`config.mk`:
```
export PLATFORM = sky130hd
export DESIGN_NAME = mrmt_div
export DESIGN_NICKNAME = d
export VERILOG_FILES = /design/src/rtl/mrmt_pkg.sv /design/src/rtl/mrmt_div.sv
export SDC_FILE = /design/constraint.sdc
export NUM_CORES = 1
export LEC_CHECK = 0
export CAP_MARGIN = 10
export CORE_AREA = 4 4 103 105
export DETAILED_ROUTE_END_ITERATION = 10
export DIE_AREA = 0 0 107 109
export DONT_BUFFER_PORTS = 1
export PLACE_DENSITY = 0.75
export REMOVE_ABC_BUFFERS = 1
export SYNTH_ARGS = -nofsm -noshare
export SYNTH_HDL_FRONTEND = slang
export SYNTH_SLANG_ARGS = --single-unit
```
`constraint.sdc`:
```
create_clock -name clk_i -period 2.6 [get_ports clk_i]
set_input_delay 0.52 -clock clk_i [delete_from_list [all_inputs] [get_ports clk_i]]
set_output_delay 0.52 -clock clk_i [all_outputs]
set_load 0.03 [all_outputs]
```
`src/rtl/mrmt_pkg.sv`:
```
// shared types, constants and helpers for the multi-rate media timebase
// no dependencies; compiled first

package mrmt_pkg;

  localparam int unsigned RATE_W       = 24;
  localparam int unsigned WORD_W       = 32;
  localparam int unsigned SHIFT_W      = 5;
  localparam int unsigned CLK_SEL_W    = 3;
  localparam int unsigned NUM_CLOCKS_DEF = 8;
  localparam logic [RATE_W-1:0] MASTER_RATE_RST = 24'd90000;

  typedef enum logic [1:0] {
    ACT_ADVANCE  = 2'd0,
    ACT_SET_RATE = 2'd1,
    ACT_READ     = 2'd2,
    ACT_CONVERT  = 2'd3
  } action_e;

  // one derived clock as kept in the table memory
  typedef struct packed {
    logic [SHIFT_W-1:0] shift;
    logic [WORD_W-1:0]  offset;
  } entry_t;

  // divider status toward the sequencer
  typedef struct packed {
    logic               done;
    logic [SHIFT_W-1:0] msb;
  } div_status_t;

  // 32-bit window of the 64-bit master count, shifted right by s
  function automatic logic [WORD_W-1:0] count_window(input logic [WORD_W-1:0]  lo,
                                                     input logic [WORD_W-1:0]  hi,
                                                     input logic [SHIFT_W-1:0] s);
    logic [2*WORD_W-1:0] w;
    w = {hi, lo} >> s;
    return w[WORD_W-1:0];
  endfunction

endpackage

```
`src/rtl/mrmt_div.sv`:
```
// bit-serial restoring divider, one quotient bit per cycle, msb first
// also reports the position of the leading quotient one; depends on mrmt_pkg

module mrmt_div
  import mrmt_pkg::*;
(
  input  logic              clk_i,
  input  logic              rst_ni,
  input  logic              start_i,
  input  logic [RATE_W-1:0] dividend_i,
  input  logic [RATE_W-1:0] divisor_i,
  output logic [RATE_W-1:0] quotient_o,
  output div_status_t       status_o
);

  localparam logic [SHIFT_W-1:0] LAST = SHIFT_W'(RATE_W - 1);

  logic               busy_q, done_q, found_q;
  logic [SHIFT_W-1:0] cnt_q, msb_q;
  logic [RATE_W-1:0]  rem_q, dvd_q, dsr_q, quo_q;

  logic [RATE_W:0]    trial;
  logic               ge;

  assign trial = {rem_q, dvd_q[RATE_W-1]};
  assign ge    = trial >= {1'b0, dsr_q};

  always_ff @(posedge clk_i or negedge rst_ni) begin
    if (!rst_ni) begin
      busy_q  <= 1'b0;
      done_q  <= 1'b0;
      found_q <= 1'b0;
      cnt_q   <= '0;
    end else begin
      done_q <= 1'b0;
      if (start_i) begin
        busy_q  <= 1'b1;
        found_q <= 1'b0;
        cnt_q   <= '0;
      end else if (busy_q) begin
        if (ge) begin
          found_q <= 1'b1;
        end
        cnt_q <= cnt_q + 1'b1;
        if (cnt_q == LAST) begin
          busy_q <= 1'b0;
          done_q <= 1'b1;
        end
      end
    end
  end

  always_ff @(posedge clk_i) begin
    if (start_i) begin
      rem_q <= '0;
      dvd_q <= dividend_i;
      dsr_q <= divisor_i;
      msb_q <= '0;
    end else if (busy_q) begin
      rem_q <= ge ? RATE_W'(trial - {1'b0, dsr_q}) : trial[RATE_W-1:0];
      dvd_q <= {dvd_q[RATE_W-2:0], 1'b0};
      quo_q <= {quo_q[RATE_W-2:0], ge};
      if (ge && !found_q) begin
        msb_q <= LAST - cnt_q;
      end
    end
  end

  assign quotient_o    = quo_q;
  assign status_o.done = done_q;
  assign status_o.msb  = msb_q;

endmodule
```
# Yosys cells after proc, flatten, opt, wreduce, memory -nomap -nowiden
# Cells that the tools add are included.
[word_totals] out_inout_bits=30 inputBits=51 regBits=109 elab_cells=36
[op_classes] bitwise_logic=1 magnitude_cmp=1 n_addsub=3 mux=14 n_eq_ne=1 n_reduce_logical=7
[op_table] op="24-bit two-way mux" count=3
[op_table] op="25-bit by 24-bit >= comparator with 1-bit output" count=1
[op_table] op="24-bit subtractor" count=1
[op_table] op="5-bit two-way mux" count=2
[op_table] op="1-bit two-way mux" count=9
[op_table] op="2-bit AND reduction" count=3
[op_table] op="5-bit by 1-bit adder with 5-bit output (second input constant)" count=1
[op_table] op="5-bit == test (second input constant)" count=1
[op_table] op="5-bit subtractor (first input constant)" count=1
[op_table] op="2-bit nonzero test" count=2
[op_table] op="1-bit logical AND" count=1
[op_table] op="1-bit logical NOT" count=1
[op_table] op="1-bit inverter" count=1

# Depth between registers and ports, before layout
[logic_depth] word_depth=4 mapped_depth=13 depth_no_buf=12

# Worst setup path after synthesis
# No wires, ideal clock.
[synth_timing] kind="reg2reg" start="reg dvd_q[23]" end="reg rem_q[22]" setup_slack_ns=-0.039 setup_time_ns=0.128 arrival_time_ns=2.511 path_stages_with_launch=13 synth_period_minus_slack_ns=2.639 t_required_ns=2.472 path_cell_list="edfxtp_1 inv_1 ha_1 fa_1 nor2b_1 o31ai_1 a21oi_1 nor2_1 o221ai_1 a21boi_1 o211a_1 a2111oi_0 o31ai_1"
[synth_via] elab_chain_cells=2 elab_cells_between_ends=3
[synth_rtl] item="from (decl)" line_no="mrmt_div.sv:20" text="logic [RATE_W-1:0] rem_q, dvd_q, dsr_q, quo_q;"
[synth_rtl] item="from (signal assigned)" line_no="mrmt_div.sv:56" text="dvd_q <= dividend_i;"
[synth_rtl] item="from (signal assigned)" line_no="mrmt_div.sv:61" text="dvd_q <= {dvd_q[RATE_W-2:0], 1'b0};"
[synth_rtl] item="24-bit subtractor or 25-bit by 24-bit >= comparator with 1-bit output (tied branches)" line_no="mrmt_div.sv:60, mrmt_div.sv:26"
[synth_rtl] item="24-bit two-way mux *" line_no="mrmt_div.sv:60" text="rem_q <= ge ? RATE_W'(trial - {1'b0, dsr_q}) : trial[RATE_W-1:0];"
[synth_rtl] item="to (signal assigned)" line_no="mrmt_div.sv:60"
[synth_rtl] item="to (decl)" line_no="mrmt_div.sv:20"
# Every way passes the cells marked *; elsewhere a longest branch is shown, timed or not.
# A chain may end at the register's enable or synchronous reset.

# Worst setup path in the final report
[layout_timing] start="reg dsr_q[1]" end="reg rem_q[22]"
[layout_via] elab_chain_cells=2 elab_cells_between_ends=3
[layout_rtl] item="from (decl)" line_no="mrmt_div.sv:20"
[layout_rtl] item="from (signal assigned)" line_no="mrmt_div.sv:57" text="dsr_q <= divisor_i;"
[layout_rtl] item="24-bit subtractor or 25-bit by 24-bit >= comparator with 1-bit output (tied branches)" line_no="mrmt_div.sv:60, mrmt_div.sv:26"
[layout_rtl] item="24-bit two-way mux *" line_no="mrmt_div.sv:60"
# Marked as above.

==> flow_summary.yaml <==
sta:
  finalCritPeriodShare: 1.009
  setup_viol: 1
  hold_slack_ns: 0.1894
  fmax_ghz: 0.3811
  fin_skew_ns: 0.01003
  worstMarginPinSlew_ns: 0.8981
  hold_viol_final: 0
  post-route-min-period_ns: 2.624
  slew_viol_final: 0
  fin_setup_tns_ns: -0.02376
  relSlewSlack: 0.3990
  rsz0062_at_grt: "true"
  fin_ws_ns: -0.02376
clock_tree:
  htree_num_levels: 3
  clock-sinks: 109
  cts_buffer_depth: 2
  clk_latency_ns: 0.40
  cts_tree: "yes"
  clockRootBuffer: "clkbuf_8"
  cts.clk_slew.worst_paths_ns: 0.10
  numCtsBuffers: 9
placed_design:
  io_buffers: 0
  dp_hpwl_um: 7563
  routabilityCongestion: 0.9068
critical_path:
  path_class: "flip-flop to flip-flop"
  path_cells: "inv_2, ha_4, nor2b_4, o21bai_4, a21oi_2, o21ai_2, o211ai_2, nand2_2, o31a_4, buf_6, a2111oi_4, o31ai_2"
  cp-end-kind: "flip-flop"
  worst-path-max-fanout: 5
  startpoint_type: "flip-flop"
  reg2reg_to: "rem_q[22]$_SDFFE_PP0P_"
  rr_startpoint: "dsr_q[1]$_DFFE_PP_"
  rr_worst_depth: 12
  cp_slowest_cell: "edfxtp_1"
  cp.required_ns: 2.89
  slowest_delay_ns: 0.42
  worst-r2r-setup-slack_ns: -0.02
  cp.arrival_ns: 2.91
yosys:
  synth_seq_cells: 109
  synth.distinct_cells: 57
  ys_seq_area_frac: 0.5385
  synth_edf_count: 72
  ys.flop_type: "edfxtp_1"
  avgSynthCellArea_um2: 11.78
  async_reset_ff_frac: 0.07339
  syn_inst: 464
  synth_warnings: 0
  syn_area_um2: 5465
floorplanning:
  die_h_um: 109
  initial_core_util: 0.5670
  die_w_um: 107
  coreArea_um2: 9639
  fp-row-count: 36
  dieArea_um2: 11660
  ios: 81
layout:
  antenna_cells: 0
  syn_to_final_growth_pct: 16.92
  drive_above_1_share: 0.2671
  utilization: 0.6629
  layout.nets: 586
  final_cell_mix: "edfxtp_1, buf_4, nor2_1, dfxtp_1, inv_1"
  n_fill_cell: 764
  final_common_cell: "edfxtp_1"
power:
  power.leakage_nw: 2.580
  p_per_area_nw_per_um2: 1050
  max-vdd-ir-drop_v: 0.0005750
global_routing:
  grt_pass1_vias: 3626
  grt.total_usage: 0.1946
  grt_overflow_total: 0
  grt_pass1_wl_um: 17570
  grt_max_degree: 80
  antenna_found_initial: 0
detailed_routing:
  wl_um: 11350
  drc: 0
  num_vias: 3627
  vias_per_cell: 5.615
  ant_nets: 0
  drt_iter0_markers: 149
  drt_first_pass_iters: 4
  drt-wirelength-per-cell_um: 17.57
hold_path:
  hold_path_startpoint: "start_i"
  whs_path_depth: 1
  min_to: "rem_q[0]$_SDFFE_PP0P_"
  min_path_type: "primary input to flip-flop"
outcome:
  violations: "negative setup slack"
  outcome: "finished, violations left"
flow_run:
  maxCapViolCount: 0
## worst max path at each step
stage | start | end | slack, ns | depth (start not counted)
after global routing | dsr_q[0]$_DFFE_PP_ | rem_q[16]$_SDFFE_PP0P_ | -0.13 | 12
final | dsr_q[1]$_DFFE_PP_ | rem_q[22]$_SDFFE_PP0P_ | -0.02 | 12
after global placement | dsr_q[1]$_DFFE_PP_ | rem_q[10]$_SDFFE_PP0P_ | -0.04 | 13
after detailed placement | dsr_q[3]$_DFFE_PP_ | rem_q[5]$_SDFFE_PP0P_ | -0.15 | 13
after CTS | dvd_q[23]$_DFFE_PP_ | rem_q[16]$_SDFFE_PP0P_ | 0.02 | 13
after floorplan | dvd_q[23]$_DFFE_PP_ | rem_q[22]$_SDFFE_PP0P_ | -0.04 | 12
## flip-flops by register name, summed over array words and instances (netlist names)
register	count
busy_q	1
cnt_q	5
done_q	1
dsr_q	24
dvd_q	24
found_q	1
msb_q	5
quotient_o	24
rem_q	24
## kinds of logic after synthesis
logic type	after synthesis	synth area share
AOI/OAI and AO/OA	102	0.1344
xor gates and xnor gates	24	0.03846
adders and majority gates	27	0.06319
buffers and inverters	53	0.04304
DFF	109	0.5385
muxes	47	0.09158
and+or+nand+nor	102	0.09089
## stage by stage
| stage | power [W] | instances | setup slack (ns) | instance area (um2) |
|---|---|---|---|---|
| finish | 0.006710 | 646 | -0.02376 | 6390 |
| floorplan | 0.004366 | 443 | -0.03885 | 5355 |
| CTS | 0.006358 | 635 | 0.02173 | 6115 |
| detailed placement | 0.005237 | 614 | -0.1495 | 5832 |
| global route | 0.007138 | 646 | -0.1329 | 6390 |
| global placement | 0.005185 | 614 | -0.03749 | 5832 |
## per-layer routing
metal	GRT usage	routed length (um)	vias to the layer above
met5	0	0	-
met4	0.05753	163	0
met3	0.08526	779	12
met2	0.3201	5662	98
met1	0.2332	4747	1740
li1	-	-	1777
## timing repair
item / in CTS / in global routing
hold endpoints to repair: 8 / 0
pin swaps: 6 / 39
setup endpoints to repair: 24 / 28
buffers inserted: 3 / 11
hold buffers: 1 / 0
gates cloned: 1 / 0
resized for setup: 11 / 39
## critical path: cells and delay by family, from the launching register on
family                   cells  cell delay, ns
AO/OA/AOI/OAI                7            1.37
flip-flops                   1            0.42
adder cells (fa/ha/maj)      1            0.26
AND/OR/NAND/NOR              2            0.25
buffers and inverters        2            0.22
## Yosys cell counts, drive strengths merged (6+ instances only)
master	number	area, um2
edfxtp	72	2162
nor2	33	123.9
inv	32	125.1
dfxtp	29	580.6
ha	26	325.3
mux2	24	270.3
mux2i	23	230.2
nand2	23	88.84
a21oi	22	113.9
a211oi	18	150.2
xnor2	18	157.7
clkbuf	16	60.06
o21ai	16	80.07
a21o	14	105.1
nand2b	9	56.30
nand3	9	45.04
dfrtp	8	200.2
and3	6	42.54
nor2b	6	37.54
xor2	6	52.55
## power by group
| group | switching (W) | internal, W | total (W) |
|---|---|---|---|
| registers | 0.000336 | 0.00217 | 0.00251 |
| clock network | 0.000608 | 0.000363 | 0.000971 |
| logic | 0.00156 | 0.00167 | 0.00323 |
| total | 0.00251 | 0.00420 | 0.00671 |
## final cells by class
cell class	count	area (um2)	share of cell area
clock inverters	7	62.56	0.009790
clock buffers	9	123.9	0.01939
multi-input cells	302	2520	0.3944
repair buffers	53	440.4	0.06892
well taps	133	166.4	0.02604
flip-flops and latches	109	2943	0.4605
repair inverters	1	6.256	0.0009790
inverters	32	127.6	0.01997
Note: power is estimated with default switching activity, not from simulation.
