**src/rtl/mrmt_ram.sv**
```systemverilog
// generic single-write, single-read synchronous ram with registered read data
// no dependencies

module mrmt_ram #(
  parameter int unsigned Width = 8,
  parameter int unsigned Depth = 8,
  localparam int unsigned AddrW = (Depth > 1) ? $clog2(Depth) : 1
) (
  input  logic             clk_i,
  input  logic             we_i,
  input  logic [AddrW-1:0] waddr_i,
  input  logic [Width-1:0] wdata_i,
  input  logic [AddrW-1:0] raddr_i,
  output logic [Width-1:0] rdata_o
);

  logic [Width-1:0] mem_q [Depth];
  logic [Width-1:0] rdata_q;

  always_ff @(posedge clk_i) begin
    if (we_i) begin
      mem_q[waddr_i] <= wdata_i;
    end
    rdata_q <= mem_q[raddr_i];
  end

  assign rdata_o = rdata_q;

endmodule

```
**config.mk**
```make
export PLATFORM = sky130hd
export DESIGN_NAME = mrmt_ram
export DESIGN_NICKNAME = d
export VERILOG_FILES = /design/src/rtl/mrmt_ram.sv
export SDC_FILE = /design/constraint.sdc
export NUM_CORES = 1
export LEC_CHECK = 0
export BUFFER_PORTS_ARGS = -buffer_cell sky130_fd_sc_hd__buf_2
export CAP_MARGIN = 20
export CORE_UTILIZATION = 59
export CTS_BUF_LIST = sky130_fd_sc_hd__clkbuf_8
export DETAILED_ROUTE_END_ITERATION = 8
export GPL_ROUTABILITY_DRIVEN = 0
export PLACE_DENSITY = 0.87
export SLEW_MARGIN = 20
export SYNTH_ARGS = -nofsm -noshare
export SYNTH_HDL_FRONTEND = slang
export SYNTH_SLANG_ARGS = --single-unit
```
**constraint.sdc**
```tcl
create_clock -name clk_i -period 1.57 [get_ports clk_i]
set_input_delay 0.0785 -clock clk_i [delete_from_list [all_inputs] [get_ports clk_i]]
set_output_delay 0.0785 -clock clk_i [all_outputs]
set_load 0.02 [all_outputs]
```
# After elaboration in Yosys (flattened, before gate mapping)
# Memories as Yosys holds them, arrays and structs flattened. A register that Yosys moved wholly into a read port is not among the register bits.
# Cells that the tools add are included.
# word_totals
regBits,0
ramBits,64
in_bits,16
output_inout_bits,8
elab_cells,3
mem_count,1
# op_classes
muxes,2
# memory_table
name,depth,width,read_ports,rd_ports_with_merged_regs,wr,line_no,rtl
mem_q,8,8,1,1,1,17,logic [Width-1:0] mem_q [Depth];
# ops
cell,n
$mux W1,2

# Logic depth before layout (Yosys ltp)
# Gate-level depths: netlist of the first run.
# depth
depth_word,2
mapped_depth,4
mapped_depth_nobuf,2

# Worst setup path after synthesis of the first run
# OpenSTA, ideal clock, no wires.
# synth_path
path_kind,input port to flip-flop
start,in waddr_i[2]
end,mem mem_q[0][0] (enable)
setup_ns,0.383
t_arrival_ns,0.856
required_ns,1.187
path_slack_ns,0.331
path_stages,2
n_path_buf,0
path_cell_list,nand2b_1 -> nor3_1
# synth_rtl
item,line_no,rtl
"start, declared",11,"input logic [AddrW-1:0] waddr_i,"
"end, declared",17,
# No word-level cell before the write port.

==> summary.md, run 1 <==
| Metric | Value |
|---|---|
| Outcome | `finished, final reports clean` |
| Asr flop ratio synth | `0%` |
| Most frequent cell after synthesis | `edfxtp_1` |
| CP Class | `flop to flop` |
| Die H | `69.54 µm` |
| Core area | `approximately 4400 µm²` |
| TritonCTS clock tree | `done` |
| Mux cell area share after synthesis | `18.83%` |
| Bufs and invs on worst path | `0` |
| Period utilization | `83.68%` |
| Hold Vio Cnt, Final | `0` |
| Initial core utilization | `between 60% and 70%` |
| Worst Setup Start Kind | `flop` |
| Die area | `about 4800 µm²` |
| Post-synth top cells | `edfxtp_1 (64), mux4_1 (15), dfxtp_1 (8), mux2_2 (8), nor2_1 (6)` |
| Crit path max-delay family | `multiplexers` |
| Clock Skews | `between 5 and 6 ps` |
| Max cap viols | `0` |
| Final cell count without fillers | `between 200 and 250` |
| Critical path fanouts, max | `1` |
| Router iterations before antenna repair | `4` |
| Detail Route Antenna Nets | `0` |
| Final Max Tran Viols | `0` |
| Synth Area in Simple Gates | `2.185%` |
| Share of the synthesized area in the top cell type | `71.41%` |
| Post-synth EDFFs | `64` |
| Pin count of the biggest net entering global routing | `17` |
| WL final | `4.354 mm` |
| Clk root buf | `clkbuf_8` |
| Post-synthesis cell count | `114` |
| Fillcell total | `267` |
| Area Growth Syn to Fin | `16.36%` |
| Peak VDD IR | `0.9717 mV` |
| Max-slew headroom | `77.10%` |
| Final setup violation count | `0` |
| Netlist cell types | `14` |
| IO buf count | `23` |
| Via-per-instance ratio | `5.857` |
| Share of layout cells above drive strength 1 | `34.18%` |
| Synth Register Bits | `72` |
| Post-synthesis sequential area ratio | `77.36%` |
| Setup TNS | `0 ps` |
| Critical Path AT | `1530 ps` |
| Pleak | `between 1 and 1.5 nW` |
| Actual slew at the worst max-slew pin | `343.6 ps` |
| Cell taking the most area after synthesis | `edfxtp_1` |
| Synthesized area | `roughly 2700 µm²` |
| Total gr overflow | `0` |
| Diode count | `0` |
| CP peak stage delay | `between 500 and 600 ps` |
| Via count | `1230` |
| Synth Warn # | `0` |
| Setup bufs post-CTS | `0` |
| Largest family of logic cells by synthesized area | `multiplexers` |
| Top FF cell, synth | `edfxtp_1` |
| Drt initial violations | `76` |
| Global-route wire length before repair | `~6.5 mm` |
| Largest cells by area after synthesis | `edfxtp_1 (71%), mux4_1 (15%), dfxtp_1 (6.0%), mux2_2 (3.3%), mux4_2 (0.84%)` |
| Worst hold path class | `primary input to flop` |
| Syn Nets | `130` |
| Final net count | `169` |
| Drt drc | `0` |
| Fin crit period | `1314 ps` |
| Critical path, cell by cell | `mux4_1 > mux2_2` |
| Total GRT Usage | `19.95%` |
| Initial antenna violation count | `0` |
| Row Count | `24` |
| Latest clock arrival within the worst-skew pair | `330 ps` |
| RSZ-0062 raised after global routing | `false` |
| Power Dens Cells | `1255 nW/µm²` |
| Synth Area in XOR/XNOR | `0%` |
| Drt wl/cell | `20.73 µm` |
| Clock Tree Buf Depth | `2` |
| CP endpoint kind | `flop` |
| Fmax | `0.7611 GHz` |
| DP HPWL | `2.637 mm` |
| Synth Area in Compound Gates | `0%` |
| Die width | `69.54 µm` |
| Clk sinks | `72` |
| Slowest-stage cell, CP | `mux4_1` |
| CTS Buf Count | `9` |
| Vias in the first global route | `1248` |
| Required time of the worst setup path | `1790 ps` |
| Avg Cell Area, Syn | `23.61 µm²` |
| Clock transition at path regs | `70 ps` |
| Top Ports | `24` |
| Htree depth | `3` |
| Synth Area in Adders | `0%` |
| Placed insts | `between 150 and 200` |
## layout make-up
cell class              count  area, µm²  share of cell area [%]
flip-flops and latches     72       2082                   66.48
multi-input cells          37      565.5                   18.06
repair buffers             33      205.2                   6.552
clock buffers              10      137.6                   4.395
clock inverters             6      76.32                   2.437
well taps                  52      65.06                   2.078
## cell families after synthesis
group,count (synthesis)
muxes,24
buffers and inverters,5
DFF,72
and+or+nand+nor,13
## final timing paths
path / start / to / slack, ps / cells after the start
setup / recovery: mem_q[1][4] / rdata_o[4] / 260 / 2
hold / removal: wdata_i[4] / mem_q[7][4] / 30 / 1
setup reg to reg: mem_q[1][4] / rdata_o[4] / 260 / 2
hold reg to reg: mem_q[5][1] / rdata_o[1] / 680 / 2
## sequential cells by signal (all words and copies together), names as in the netlist
| signal | flops |
|---|---|
| mem_q | 64 |
| rdata_o | 8 |
## stage by stage
stage               hold slack (ps)  setup WS, ps  utilization [%]  power, mW  instance area [µm²]
floorplan                     177.4         331.0                -      2.361                 2691
global placement              328.1         283.2            66.32      2.436                 2908
detailed placement            347.8         242.0            66.32      2.457                 2908
CTS                           3.549         234.3            71.43      3.961                 3132
global route                  16.21         221.7            71.43      4.038                 3132
finish                        25.64         256.1            71.43      3.931                 3132
## per-layer routing
layer	global-route usage [%]	up-vias	routed length, µm
met1	24.81	632	1930
li1	-	564	-
met3	5.959	8	146
met4	10.20	0	61
met2	32.04	26	2216
met5	0	-	0
## where the power goes
group          switching (mW)  total (mW)  internal [mW]
sequential             0.0165        2.18           2.16
clock                   0.599        1.52          0.918
combinational           0.124       0.235          0.110
total                   0.740        3.93           3.19
## cells in the final DEF, fill, tap and decap left out, drive strengths merged
master / n
clkinv: 1
nand2: 2
buf: 32
dfxtp: 8
nor2: 6
edfxtp: 64
clkbuf: 10
nor3: 2
bufinv: 2
mux4: 16
nand2b: 3
inv: 3
dlygate4sd3: 1
mux2: 8
## what timing repair did
action                    CTS  global route
resized for setup           0             0
hold buffers                1             0
hold endpoints to repair    8             0
(Power assumes the default switching activity.)
==> inputs of run 2 (changes only) <==
CORE_UTILIZATION = 55   (was 59)
PLACE_DENSITY = 0.85   (was 0.87)
clock period = 1.2 ns   (was 1.57 ns; I/O delays follow)
==> run 2 against run 1 <==
The run now ends with setup timing left. Non-clock buffer count grew 8. Global-route usage shrank 0.79 points. Cell area up 0.16%. Sequential share of layout area is 0.11 points lower. Register-to-register slack worse by 310 ps. Utilization decreased by 5.0 points. Power grew 18%. Highest routed layer unchanged. Clock power fell by 5%. Critical endpoint unchanged. Maximum frequency increased by 4.4%. Clock skew up 3.9 ps. Final cell count increased by 11%.
==> summary.md, run 2 (same netlist as run 1, synthesis figures left out) <==
| Metric | Value |
|---|---|
| Outcome | `complete, but fails checks` |
| Failing checks | `setup timing` |
| Actual slew at the worst max-slew pin | `367.9 ps (+24.37 ps)` |
| Vias in the first global route | `1260 (+0.96%)` |
| Final setup violation count | `8 (+8)` |
| WL final | `4.295 mm (-1.4%)` |
| Global-route wire length before repair | `6.479 mm (-0.95%)` |
| Worst hold slack | `156.3 ps (+130.6 ps)` |
| Die area | `5177 µm² (+7.1%)` |
| CP Capture Point | `rdata_o[4]` |
| Fillcell total | `321 (+20%)` |
| Clk sinks | `72 (unchanged)` |
| Max cap viols | `0 (unchanged)` |
| Top Ports | `24 (unchanged)` |
| Storage cell area | `2082 µm² (unchanged)` |
| Via-per-instance ratio | `5.373 (-8.3%)` |
| Drt wl/cell | `18.43 µm (-11%)` |
| Die H | `71.95 µm (+3.5%)` |
| Worst slack, placed | `-99.94 ps (-341.9 ps)` |
| DP HPWL | `2.696 mm (+2.2%)` |
| Initial core utilization | `56.98% (-4.4 points)` |
| CP endpoint kind | `flop` |
| Setup TNS | `-229.8 ps (-229.8 ps)` |
| Peak VDD IR | `0.6847 mV (-30%)` |
| Most frequent cells in the layout | `edfxtp_1 (64), buf_2 (23), mux4_2 (16), clkbuf_8 (9)` |
| Fin crit period | `1259 ps (-55.22 ps)` |
| Drt initial violations | `96 (+26%)` |
| Period utilization | `104.9% (+21 points)` |
| Required time of the worst setup path | `1420 ps (-370 ps)` |
| Worst Setup SP | `mem_q[5][4]` |
| Row Count | `25 (+4.2%)` |
| Worst r2r src | `mem_q[5][4]` |
| Clock transition at path regs | `60 ps (about the same)` |
| Worst Setup Start Kind | `flop` |
| Critical path fanouts, max | `1 (unchanged)` |
| Max-slew headroom | `75.47% (-1.6 points)` |
| Pleak | `1.098 nW (-3.1%)` |
| R2r setup slk | `-60 ps (-310 ps)` |
| Design area | `3137 µm² (+0.16%)` |
| Worst setup margin | `-58.63 ps (-314.8 ps)` |
| Worst hold path class | `primary input to flop` |
| Clock Skews | `8.949 ps (+3.947 ps)` |
| Router iterations before antenna repair | `4 (unchanged)` |
| Via count | `1252 (+1.8%)` |
| RSZ-0062 raised after global routing | `true` |
| Top reg by flops | `mem_q` |
| Htree depth | `3 (unchanged)` |
| Latest clock arrival within the worst-skew pair | `340 ps (about the same)` |
| Total GRT Usage | `19.17% (-0.79 points)` |
| Commonest non-fill, non-tap cell in the layout | `edfxtp_1` |
| IO buf count | `23 (unchanged)` |
| Total gr overflow | `0 (unchanged)` |
| Die width | `71.95 µm (+3.5%)` |
| Reg2Reg Depth | `2 (unchanged)` |
| Clk root buf | `clkbuf_8` |
| Critical Path AT | `1480 ps (-50 ps)` |
| Power Dens Cells | `1480 nW/µm² (+18%)` |
| Reg-to-Reg End | `rdata_o[4]` |
| Hold Vio Cnt, Final | `0 (unchanged)` |
| Diode count | `0 (unchanged)` |
| Drt drc | `0 (unchanged)` |
| CP Class | `flop to flop` |
| CTS Buf Count | `9 (unchanged)` |
| Tot Pwr | `4.642 mW (+18%)` |
| Final Max Tran Viols | `0 (unchanged)` |
| Share of layout cells above drive strength 1 | `40.36% (+6.2 points)` |
| Pin count of the biggest net entering global routing | `17 (unchanged)` |
| Core area | `4723 µm² (+7.7%)` |
| TritonCTS clock tree | `done` |
| Initial antenna violation count | `0 (unchanged)` |
| Multi-input gate area | `525.5 µm² (-7.1%)` |
| Post-placement cell area | `2952 µm² (+1.5%)` |
| Detail Route Antenna Nets | `0 (unchanged)` |
| Area Growth Syn to Fin | `16.55%` |
| Clock Tree Buf Depth | `2 (unchanged)` |
| Fmax | `0.7945 GHz (+4.4%)` |
| Max reg flops | `64 (unchanged)` |
| Setup bufs post-CTS | `0 (unchanged)` |
| Final net count | `177 (+4.7%)` |
run 2: cell count changes in the layout (fill, tap and decap cells not counted), sizes merged:
cell,change
clkinv,+1
inv,+2
dlygate4sd3,+7
clkbuf,-1
buf,+1
bufinv,-2
run 2: worst min-delay path by stage:
stage                from     endpoint  cells past startpoint
2_1_floorplan  wdata_i[0]  mem_q[0][0]                      0
3_3_place_gp   wdata_i[3]  mem_q[4][3]                      1
3_5_place_dp   wdata_i[5]  mem_q[4][5]                      1
4_1_cts        raddr_i[1]   rdata_o[4]                      2
5_1_grt        raddr_i[1]   rdata_o[4]                      2
6_report       raddr_i[1]   rdata_o[3]                      2
run 2: power by group:
group          internal [mW]  leakage (nW)  switching [mW]
Clock                  0.697        0.0945           0.740
Sequential              2.83         0.649          0.0242
Combinational          0.179         0.355           0.172
run 2: what timing repair did:
item / CTS / global route
pin swaps: 0 / 0
resized for setup: 17 / 1
hold buffers: 8 / 0
setup endpoints to repair: 8 / 8
hold endpoints to repair: 64 / 0
run 2: final cells by class:
type | instances | area share [%]
clock buffer | 9 | 3.949
tap | 67 | 2.673
clock inverter | 7 | 0.8377
sequential | 72 | 66.37
timing repair buffer | 41 | 9.414
multi-input combinational | 37 | 16.75
run 2: metal layers:
layer  track usage [%]  vias to the layer above  share of wire (%)
li1                  -                      561                  -
met1             22.81                      614                 40
met2             30.92                       68                 50
met3             6.667                        9                7.8
met4             10.68                        0                2.3
met5                 0                        -                  0
run 2: through the flow:
stage | utilization [%] | instances
finish | 66.41 | 233
global route | 66.41 | 233
CTS | 66.49 | 233
detailed placement | 62.49 | 209
global placement | 62.49 | 209
floorplan | - | 114
run 2: worst max-delay path: stages (launching register included):
cell and delay, ps:
edfxtp_1 380, mux4_2 490, mux2_4 280
